==> src/gdc_pkg.sv <==
package gdc_pkg;

  // field widths
  localparam int OP_W      = 3;
  localparam int DAY_W     = 5;
  localparam int MONTH_W   = 4;
  localparam int IN_YEAR_W = 12;
  localparam int COUNT_W   = 16;
  localparam int DIST_W    = 21;

  // operation codes
  localparam logic [OP_W-1:0] OP_SET      = 3'd0;
  localparam logic [OP_W-1:0] OP_NEXT     = 3'd1;
  localparam logic [OP_W-1:0] OP_PREV     = 3'd2;
  localparam logic [OP_W-1:0] OP_ADVANCE  = 3'd3;
  localparam logic [OP_W-1:0] OP_DISTANCE = 3'd4;

  // calendar constants
  localparam logic [MONTH_W-1:0]   MONTH_JAN = 4'd1;
  localparam logic [MONTH_W-1:0]   MONTH_FEB = 4'd2;
  localparam logic [MONTH_W-1:0]   MONTH_DEC = 4'd12;
  localparam logic [DAY_W-1:0]     DAY_FIRST = 5'd1;
  localparam logic [IN_YEAR_W-1:0] SET_YEAR_MIN = 12'd1900;
  localparam logic [IN_YEAR_W-1:0] SET_YEAR_MAX = 12'd2050;

  localparam logic [DAY_W-1:0] MONTH_DAYS [12] = '{
    5'd31, 5'd28, 5'd31, 5'd30, 5'd31, 5'd30,
    5'd31, 5'd31, 5'd30, 5'd31, 5'd30, 5'd31
  };

  // day number arithmetic: year extended by 4800/4900, one 17x18 multiplier
  localparam int Y_EXT_W     = 17;
  localparam int MUL_B_W     = 18;
  localparam int PROD_W      = Y_EXT_W + MUL_B_W;
  localparam int ACC_W       = 27;
  localparam int RECIP_SHIFT = 24;
  localparam int Q_W         = PROD_W - RECIP_SHIFT;
  localparam int OFFSET_W    = 9;

  localparam logic [Y_EXT_W-1:0] YEAR_OFFSET_1 = 17'd4800;
  localparam logic [Y_EXT_W-1:0] YEAR_OFFSET_2 = 17'd4900;
  localparam logic [MUL_B_W-1:0] DAYS_PER_4Y   = 18'd1461;
  // ceil(2^24 / 100), exact quotient for values below about 199000
  localparam logic [MUL_B_W-1:0] RECIP_100     = 18'd167773;

  // (367 * shifted month) / 12, months counted from march
  localparam logic [OFFSET_W-1:0] MONTH_OFFSET [16] = '{
    9'd305, 9'd336, 9'd367, 9'd30,  9'd61,  9'd91,  9'd122, 9'd152,
    9'd183, 9'd214, 9'd244, 9'd275, 9'd305, 9'd336, 9'd367, 9'd397
  };

  typedef struct packed {
    logic held;
    logic year_chg;
  } step_status_t;

  // month length, invalid months read as january
  function automatic logic [DAY_W-1:0] month_days(input logic [MONTH_W-1:0] m,
                                                  input logic leap);
    logic [DAY_W-1:0] len;
    if (m < MONTH_JAN || m > MONTH_DEC) begin
      len = MONTH_DAYS[0];
    end else begin
      len = MONTH_DAYS[m - MONTH_JAN];
    end
    if (m == MONTH_FEB && leap) begin
      len = len + 1'b1;
    end
    return len;
  endfunction

endpackage

==> src/gdc_step.sv <==
module gdc_step import gdc_pkg::*; #(
  parameter int YEAR_BITS = 12
) (
  input  logic [DAY_W-1:0]     day,
  input  logic [MONTH_W-1:0]   month,
  input  logic [YEAR_BITS-1:0] year,
  input  logic                 leap,
  input  logic                 back,
  output logic [DAY_W-1:0]     new_day,
  output logic [MONTH_W-1:0]   new_month,
  output logic [YEAR_BITS-1:0] new_year,
  output step_status_t         status
);

  logic [DAY_W-1:0]   len;
  logic [MONTH_W-1:0] prev_month;

  assign len        = month_days(month, leap);
  assign prev_month = month - 1'b1;

  // one day forward or back, holding at the year limits
  always_comb begin
    new_day         = day;
    new_month       = month;
    new_year        = year;
    status.held     = 1'b0;
    status.year_chg = 1'b0;
    if (!back) begin
      if (day >= len) begin
        if (month >= MONTH_DEC) begin
          if (year == {YEAR_BITS{1'b1}}) begin
            status.held = 1'b1;
          end else begin
            new_year        = year + 1'b1;
            new_month       = MONTH_JAN;
            new_day         = DAY_FIRST;
            status.year_chg = 1'b1;
          end
        end else begin
          new_month = month + 1'b1;
          new_day   = DAY_FIRST;
        end
      end else begin
        new_day = day + 1'b1;
      end
    end else begin
      if (day <= DAY_FIRST) begin
        if (month <= MONTH_JAN) begin
          if (year == '0) begin
            status.held = 1'b1;
          end else begin
            // december has 31 days whatever the year
            new_year        = year - 1'b1;
            new_month       = MONTH_DEC;
            new_day         = month_days(MONTH_DEC, 1'b0);
            status.year_chg = 1'b1;
          end
        end else begin
          new_month = prev_month;
          new_day   = month_days(prev_month, leap);
        end
      end else begin
        new_day = day - 1'b1;
      end
    end
  end

endmodule

==> src/gregorian_date_counter.sv <==
// next and previous step the date once, recomputing the leap flag on a year change;
// set recomputes it on the shared multiplier; distance runs four products through
// the one multiplier; advance steps count days, recomputing the leap flag for each
// year crossed, a zero count going straight to the result. one transaction at a time;
// a new one waits for the registered result. reset loads 1 january 1900, no sweep.
module gregorian_date_counter import gdc_pkg::*; #(
  parameter int COUNT_BITS = 16,
  parameter int YEAR_BITS  = 12
) (
  input  logic                 clk,
  input  logic                 rst,
  input  logic                 in_valid,
  output logic                 in_ready,
  input  logic [OP_W-1:0]      operation,
  input  logic [DAY_W-1:0]     in_day,
  input  logic [MONTH_W-1:0]   in_month,
  input  logic [IN_YEAR_W-1:0] in_year,
  input  logic [COUNT_W-1:0]   day_count,
  output logic                 out_valid,
  input  logic                 out_ready,
  output logic [DAY_W-1:0]     out_day,
  output logic [MONTH_W-1:0]   out_month,
  output logic [IN_YEAR_W-1:0] out_year,
  output logic [DIST_W-1:0]    distance
);

  localparam int CW = (COUNT_BITS < COUNT_W) ? COUNT_BITS : COUNT_W;

  // distance sequence steps
  localparam logic [2:0] DS_T1_A = 3'd0;
  localparam logic [2:0] DS_Q_A  = 3'd1;
  localparam logic [2:0] DS_T1_B = 3'd2;
  localparam logic [2:0] DS_Q_B  = 3'd3;
  localparam logic [2:0] DS_LAST = 3'd4;

  typedef enum logic [2:0] {
    S_IDLE, S_STEP, S_LEAP_MUL, S_LEAP_EVAL, S_DIST, S_FIN
  } state_t;

  state_t               state;
  logic [DAY_W-1:0]     cur_day;
  logic [MONTH_W-1:0]   cur_month;
  logic [YEAR_BITS-1:0] cur_year;
  logic                 leap;
  logic [CW-1:0]        cnt;
  logic                 back;
  logic                 is_dist;
  logic [Y_EXT_W-1:0]   b_y1;
  logic [Y_EXT_W-1:0]   b_y2;
  logic [2:0]           dstep;
  logic [PROD_W-1:0]    prod;
  logic [ACC_W-1:0]     acc;

  logic [DAY_W-1:0]     step_day;
  logic [MONTH_W-1:0]   step_month;
  logic [YEAR_BITS-1:0] step_year;
  step_status_t         step_st;

  logic [Y_EXT_W-1:0]   cur_ext, a_y1, a_y2, in_ext, in_y1, in_y2;
  logic                 a_adj, in_adj;
  logic [Y_EXT_W-1:0]   mul_a;
  logic [MUL_B_W-1:0]   mul_b;
  logic [PROD_W-1:0]    mul_out;
  logic [ACC_W-1:0]     t1, t3, acc_next, acc_init, dist_abs;
  logic [Q_W+1:0]       q3;
  logic                 div100, leap_calc;
  logic [CW-1:0]        adv_cnt;

  gdc_step #(.YEAR_BITS(YEAR_BITS)) u_step (
    .day       (cur_day),
    .month     (cur_month),
    .year      (cur_year),
    .leap      (leap),
    .back      (back),
    .new_day   (step_day),
    .new_month (step_month),
    .new_year  (step_year),
    .status    (step_st)
  );

  assign in_ready = (state == S_IDLE);
  assign adv_cnt  = day_count[CW-1:0];

  // year terms with the march-based year shift
  assign cur_ext = Y_EXT_W'(cur_year);
  assign a_adj   = (cur_month <= MONTH_FEB);
  assign a_y1    = cur_ext + YEAR_OFFSET_1 - Y_EXT_W'(a_adj);
  assign a_y2    = cur_ext + YEAR_OFFSET_2 - Y_EXT_W'(a_adj);
  assign in_ext  = Y_EXT_W'(in_year);
  assign in_adj  = (in_month <= MONTH_FEB);
  assign in_y1   = in_ext + YEAR_OFFSET_1 - Y_EXT_W'(in_adj);
  assign in_y2   = in_ext + YEAR_OFFSET_2 - Y_EXT_W'(in_adj);

  // shared multiplier operand select
  always_comb begin
    mul_a = cur_ext;
    mul_b = RECIP_100;
    if (state == S_DIST) begin
      case (dstep)
        DS_T1_A: begin
          mul_a = a_y1;
          mul_b = DAYS_PER_4Y;
        end
        DS_Q_A: begin
          mul_a = a_y2;
          mul_b = RECIP_100;
        end
        DS_T1_B: begin
          mul_a = b_y1;
          mul_b = DAYS_PER_4Y;
        end
        DS_Q_B: begin
          mul_a = b_y2;
          mul_b = RECIP_100;
        end
        default: begin
          mul_a = cur_ext;
          mul_b = RECIP_100;
        end
      endcase
    end
  end

  assign mul_out = PROD_W'(mul_a) * PROD_W'(mul_b);

  // terms taken from the registered product
  assign t1 = ACC_W'(prod >> 2);
  assign q3 = {prod[PROD_W-1:RECIP_SHIFT], 1'b0} + {1'b0, prod[PROD_W-1:RECIP_SHIFT]};
  assign t3 = ACC_W'(q3 >> 2);

  always_comb begin
    case (dstep)
      DS_Q_A:  acc_next = acc + t1;
      DS_T1_B: acc_next = acc - t3;
      DS_Q_B:  acc_next = acc - t1;
      DS_LAST: acc_next = acc + t3;
      default: acc_next = acc;
    endcase
  end

  // month offsets and days of both dates, the constant term cancels
  assign acc_init = ACC_W'(MONTH_OFFSET[cur_month]) + ACC_W'(cur_day)
                  - ACC_W'(MONTH_OFFSET[in_month]) - ACC_W'(in_day);
  assign dist_abs = acc[ACC_W-1] ? (ACC_W'(0) - acc) : acc;

  // leap rule from the year times 1/100: a small fraction means a century
  assign div100    = (prod[RECIP_SHIFT-1:0] < RECIP_100[RECIP_SHIFT-1:0]);
  assign leap_calc = (cur_year[1:0] == 2'd0) &&
                     (!div100 || prod[RECIP_SHIFT+1:RECIP_SHIFT] == 2'd0);

  // sequencer, date state and result register
  always_ff @(posedge clk) begin
    if (rst) begin
      state     <= S_IDLE;
      cur_day   <= DAY_FIRST;
      cur_month <= MONTH_JAN;
      cur_year  <= YEAR_BITS'(SET_YEAR_MIN);
      leap      <= 1'b0;
      out_valid <= 1'b0;
    end else begin
      // the result register reloads in S_FIN, otherwise drains on acceptance
      if (out_valid && out_ready && state != S_FIN) begin
        out_valid <= 1'b0;
      end
      case (state)
        S_IDLE: begin
          if (in_valid) begin
            is_dist <= (operation == OP_DISTANCE);
            back    <= (operation == OP_PREV);
            case (operation)
              OP_SET: begin
                cur_day   <= (in_day >= DAY_FIRST) ? in_day : DAY_FIRST;
                cur_month <= (in_month >= MONTH_JAN && in_month <= MONTH_DEC) ?
                             in_month : MONTH_JAN;
                cur_year  <= (in_year >= SET_YEAR_MIN && in_year <= SET_YEAR_MAX) ?
                             YEAR_BITS'(in_year) : YEAR_BITS'(SET_YEAR_MIN);
                cnt       <= '0;
                state     <= S_LEAP_MUL;
              end
              OP_NEXT: begin
                cnt   <= CW'(1);
                state <= S_STEP;
              end
              OP_PREV: begin
                cnt   <= CW'(1);
                state <= S_STEP;
              end
              OP_ADVANCE: begin
                cnt   <= adv_cnt;
                state <= (adv_cnt == '0) ? S_FIN : S_STEP;
              end
              OP_DISTANCE: begin
                b_y1  <= in_y1;
                b_y2  <= in_y2;
                acc   <= acc_init;
                dstep <= DS_T1_A;
                state <= S_DIST;
              end
              default: begin
                state <= S_FIN;
              end
            endcase
          end
        end
        S_STEP: begin
          cnt <= cnt - 1'b1;
          if (step_st.held) begin
            state <= S_FIN;
          end else begin
            cur_day   <= step_day;
            cur_month <= step_month;
            cur_year  <= step_year;
            if (step_st.year_chg) begin
              state <= S_LEAP_MUL;
            end else if (cnt == CW'(1)) begin
              state <= S_FIN;
            end
          end
        end
        S_LEAP_MUL: begin
          prod  <= mul_out;
          state <= S_LEAP_EVAL;
        end
        S_LEAP_EVAL: begin
          leap  <= leap_calc;
          state <= (cnt != '0) ? S_STEP : S_FIN;
        end
        S_DIST: begin
          prod  <= mul_out;
          acc   <= acc_next;
          dstep <= dstep + 1'b1;
          if (dstep == DS_LAST) begin
            state <= S_FIN;
          end
        end
        S_FIN: begin
          if (!out_valid || out_ready) begin
            out_day   <= cur_day;
            out_month <= cur_month;
            out_year  <= cur_year[IN_YEAR_W-1:0];
            distance  <= is_dist ? dist_abs[DIST_W-1:0] : '0;
            out_valid <= 1'b1;
            state     <= S_IDLE;
          end
        end
        default: begin
          state <= S_IDLE;
        end
      endcase
    end
  end

endmodule
==> config.mk <==
export PLATFORM = sky130hd
export DESIGN_NAME = gregorian_date_counter
export DESIGN_NICKNAME = d
export VERILOG_FILES = /design/src/gdc_pkg.sv /design/src/gdc_step.sv /design/src/gregorian_date_counter.sv
export SDC_FILE = /design/constraint.sdc
export NUM_CORES = 1
export LEC_CHECK = 0
export BUFFER_PORTS_ARGS = -buffer_cell sky130_fd_sc_hd__buf_2
export CAP_MARGIN = 20
export CORE_MARGIN = 1.5
export CORE_UTILIZATION = 45
export CTS_BUF_LIST = sky130_fd_sc_hd__clkbuf_4 sky130_fd_sc_hd__clkbuf_8
export DETAILED_ROUTE_END_ITERATION = 7
export HOLD_SLACK_MARGIN = 0.03
export PLACE_DENSITY = 0.6
export SETUP_SLACK_MARGIN = 0.1
export SLEW_MARGIN = 15
export SYNTH_ARGS = -nofsm -noshare
export SYNTH_HDL_FRONTEND = slang
export SYNTH_SLANG_ARGS = --single-unit
==> constraint.sdc <==
create_clock -name clk -period 22.5 [get_ports clk]
set_clock_uncertainty 0.1 [all_clocks]
set_input_delay 3.375 -clock clk [delete_from_list [all_inputs] [get_ports clk]]
set_output_delay 3.375 -clock clk [all_outputs]
set_load 0.05 [all_outputs]
==> impl_results.md <==
* CP arrival at around 11 ns
* Worst setup SP type: flop
* DR vias at 16.3k
* Setup violators final at 0
* # Max-Cap Violations at 0
* Number of global-route vias before repair at 16.4k
* Commonest non-fill, non-tap cell in the layout: inv_1
* Routability cong. at slightly above 0.9
* Initial antenna violation count at 0
* Largest net degree at the start of global routing at 43
* FMAX at 96.2 MHz
* Slew @ Worst Pin at approximately 1.1 ns
* Area of the multi-input gates at 0.0144 mm²
* TritonCTS clock tree: done
* Post-CTS Setup Repair Bufs at 0
* Hold-fix buffers, CTS at 0
* Tmin final at just over 10 ns
* Cell mode on critical path: inv_1
* Synth area leader: edfxtp_1
* Reg2Reg Setup Slack at 12.11 ns
* Antenna-violating nets left at 0
* Mapped Area at 0.0208 mm²
* Async S/R FF share, synth at 0
* Post-synthesis area per instance at roughly 9.1 µm²
* Row cnt at between 70 and 80
* Post-synth cell types at 85
* First-pass GRT wire length at about 84 mm
* Root Driver: clkbuf_8
* Nets at 2,816
* Core area at approximately 0.045 mm²
* Fin crit share at 0.462
* Synth Warn # at 0
* Post-CTS resize count at 0
* Most frequent cells in the layout: inv_1, ha_1, nor2_1
* DR iter-0 viols at 1,022
* Number of I/O pins at 88
* Number of synthesized register bits at 173
* Crit end category: flop
* DP Cell Count at around 2.9k
* Top FF cell, synth: edfxtp_1
* Worst path max stage delay at 0.80 ns
* Fill cell count at 4,391
* Post-synth EDFFs at 147
* Register area at 0.00493 mm²
* Routed len/inst at 17.1 µm
* Top cells by area, synth: edfxtp_1, ha_1, fa_1, inv_1, xnor2_1
* Inserted Diodes at 0
* Fraction of layout cells with a size suffix above 1 at 0.0731
* Detailed-route DRC error count at 0
* Overflow left after global routing at 0
* Clock transition at path regs at 0.10 ns
* Maximum fanout along the worst path at 15
* Drt pass-1 iters at 5
* Layout area overhead at 7.34%
* Sink Count at 173
* Dpl hpwl at 41.7 mm
* Slew headroom at 0.292
* Fin cells at about 3k
* Critical path class: reg -> reg
* Number of CTS-inserted buffers at 17
* Initial Utilization at 0.457
* CP required at 22.69 ns
* Die area at 0.0475 mm²
* Die Ht at 218 µm
* Port Buffer Count at 87
* Worst min path class: reg -> reg
* Via density at 5.51
* Util after Layout at 0.490
* Clock Path Buffers at 2
* Mapped Cells at 2,275
* Slew Limit Fails at 0
* Final hold vios at 0
* RSZ-0062 raised after global routing: no
* Die X at 218 µm
* H-tree levels at 4
* Slowest cell on crit path: a21boi_0
* Status: completed
* Final setup TNS at 0 ns
* Total track usage at 0.221
* Final WL at a little over 50 mm
* Post-synth top area share at 0.212
* Worst-Skew Late Latency at 0.52 ns
* Synth Net Count at 2,750
* Seq/Total Area, Yosys at 0.238
cell type report:
cell class	count	area share
multi-input cells	1718	0.645
flip-flops and latches	173	0.221
inverters	326	0.0549
well taps	600	0.0337
repair buffers	105	0.0254
clock buffers	21	0.0124
clock inverters	11	0.00701
cells by family after synthesis:
| logic type | after synthesis | share of synthesized area |
|---|---|---|
| adders and majority gates | 431 | 0.308 |
| DFF | 173 | 0.238 |
| muxes | 15 | 0.00915 |
| xor gates and xnor gates | 159 | 0.0670 |
| buffers and inverters | 384 | 0.0711 |
| and+or+nand+nor | 558 | 0.133 |
| AOI/OAI and AO/OA | 555 | 0.174 |
routing by layer:
layer / global-route usage / vias up / part of all wire
met2: 0.384 / 269 / 0.48
met4: 0.0768 / 0 / 0.025
li1: - / 8108 / -
met5: 0 / - / 0
met3: 0.0244 / 68 / 0.023
met1: 0.285 / 7831 / 0.47
registers in the layout, summed over array words and instances (netlist names):
| name | flops |
|---|---|
| prod | 31 |
| acc | 27 |
| distance | 21 |
| cnt | 16 |
| b_y1 | 14 |
| b_y2 | 12 |
| cur_year | 12 |
| out_year | 12 |
| cur_day | 5 |
| out_day | 5 |
| cur_month | 4 |
| out_month | 4 |
| dstep | 3 |
| state | 3 |
| back | 1 |
| is_dist | 1 |
| leap | 1 |
| out_valid | 1 |
critical path, delay by kind of cell (launching register included):
family,cells,cell delay (ns)
adder cells (fa/ha/maj),10,3.98
AO/OA/AOI/OAI,13,3.76
buffers and inverters,7,0.75
AND/OR/NAND/NOR,3,0.67
flip-flops,1,0.64
XOR/XNOR,1,0.12
multiplexers,1,0.12
metrics by stage:
| step | hold slack, ns | instance area, µm² | worst slack (ns) |
|---|---|---|---|
| 3_3_place_gp | 0.413 | 21900 | 12.47 |
| 2_1_floorplan | 0.306 | 20800 | 13.39 |
| 6_report | 0.444 | 22300 | 12.11 |
| 5_1_grt | 0.477 | 22300 | 11.10 |
| 4_1_cts | 0.448 | 22300 | 12.04 |
| 3_5_place_dp | 0.431 | 21900 | 12.09 |
worst paths after layout:
kind | to | startpoint | depth (start not counted)
setup reg to reg | prod[31] | cur_month[0] | 35
setup / recovery | prod[31] | cur_month[0] | 35
hold reg to reg | leap | leap | 2
hold / removal | leap | leap | 2
cells in the mapped netlist, types with 6 or more instances:
| cell type | count |
|---|---|
| or2_2 | 7 |
| xnor2_1 | 107 |
| nor3b_1 | 8 |
| or4_1 | 9 |
| o21ai_0 | 130 |
| o311ai_0 | 6 |
| a311o_1 | 7 |
| edfxtp_1 | 147 |
| nor3_1 | 49 |
| and3_1 | 18 |
| nor2_1 | 150 |
| nor2b_1 | 17 |
| a211o_1 | 11 |
| a221oi_1 | 7 |
| clkbuf_1 | 48 |
| o21a_1 | 29 |
| o22ai_1 | 11 |
| nand2b_1 | 25 |
| ha_1 | 298 |
| a21oi_1 | 139 |
| a211oi_1 | 22 |
| nand3_1 | 34 |
| o221ai_1 | 9 |
| o211ai_1 | 17 |
| a21o_1 | 38 |
| a221o_1 | 8 |
| o22a_1 | 9 |
| and2_1 | 33 |
| nor4_1 | 19 |
| nand4_1 | 13 |
| inv_1 | 325 |
| dfxtp_1 | 26 |
| o31ai_1 | 25 |
| fa_1 | 133 |
| a21boi_0 | 13 |
| mux2i_1 | 10 |
| nand2_1 | 137 |
| o21bai_1 | 14 |
| xor2_1 | 52 |
| or3_1 | 16 |
| a31oi_1 | 18 |
Power is not shown: default switching activity piles up to over one toggle a cycle in this logic, so the estimate is an artifact.
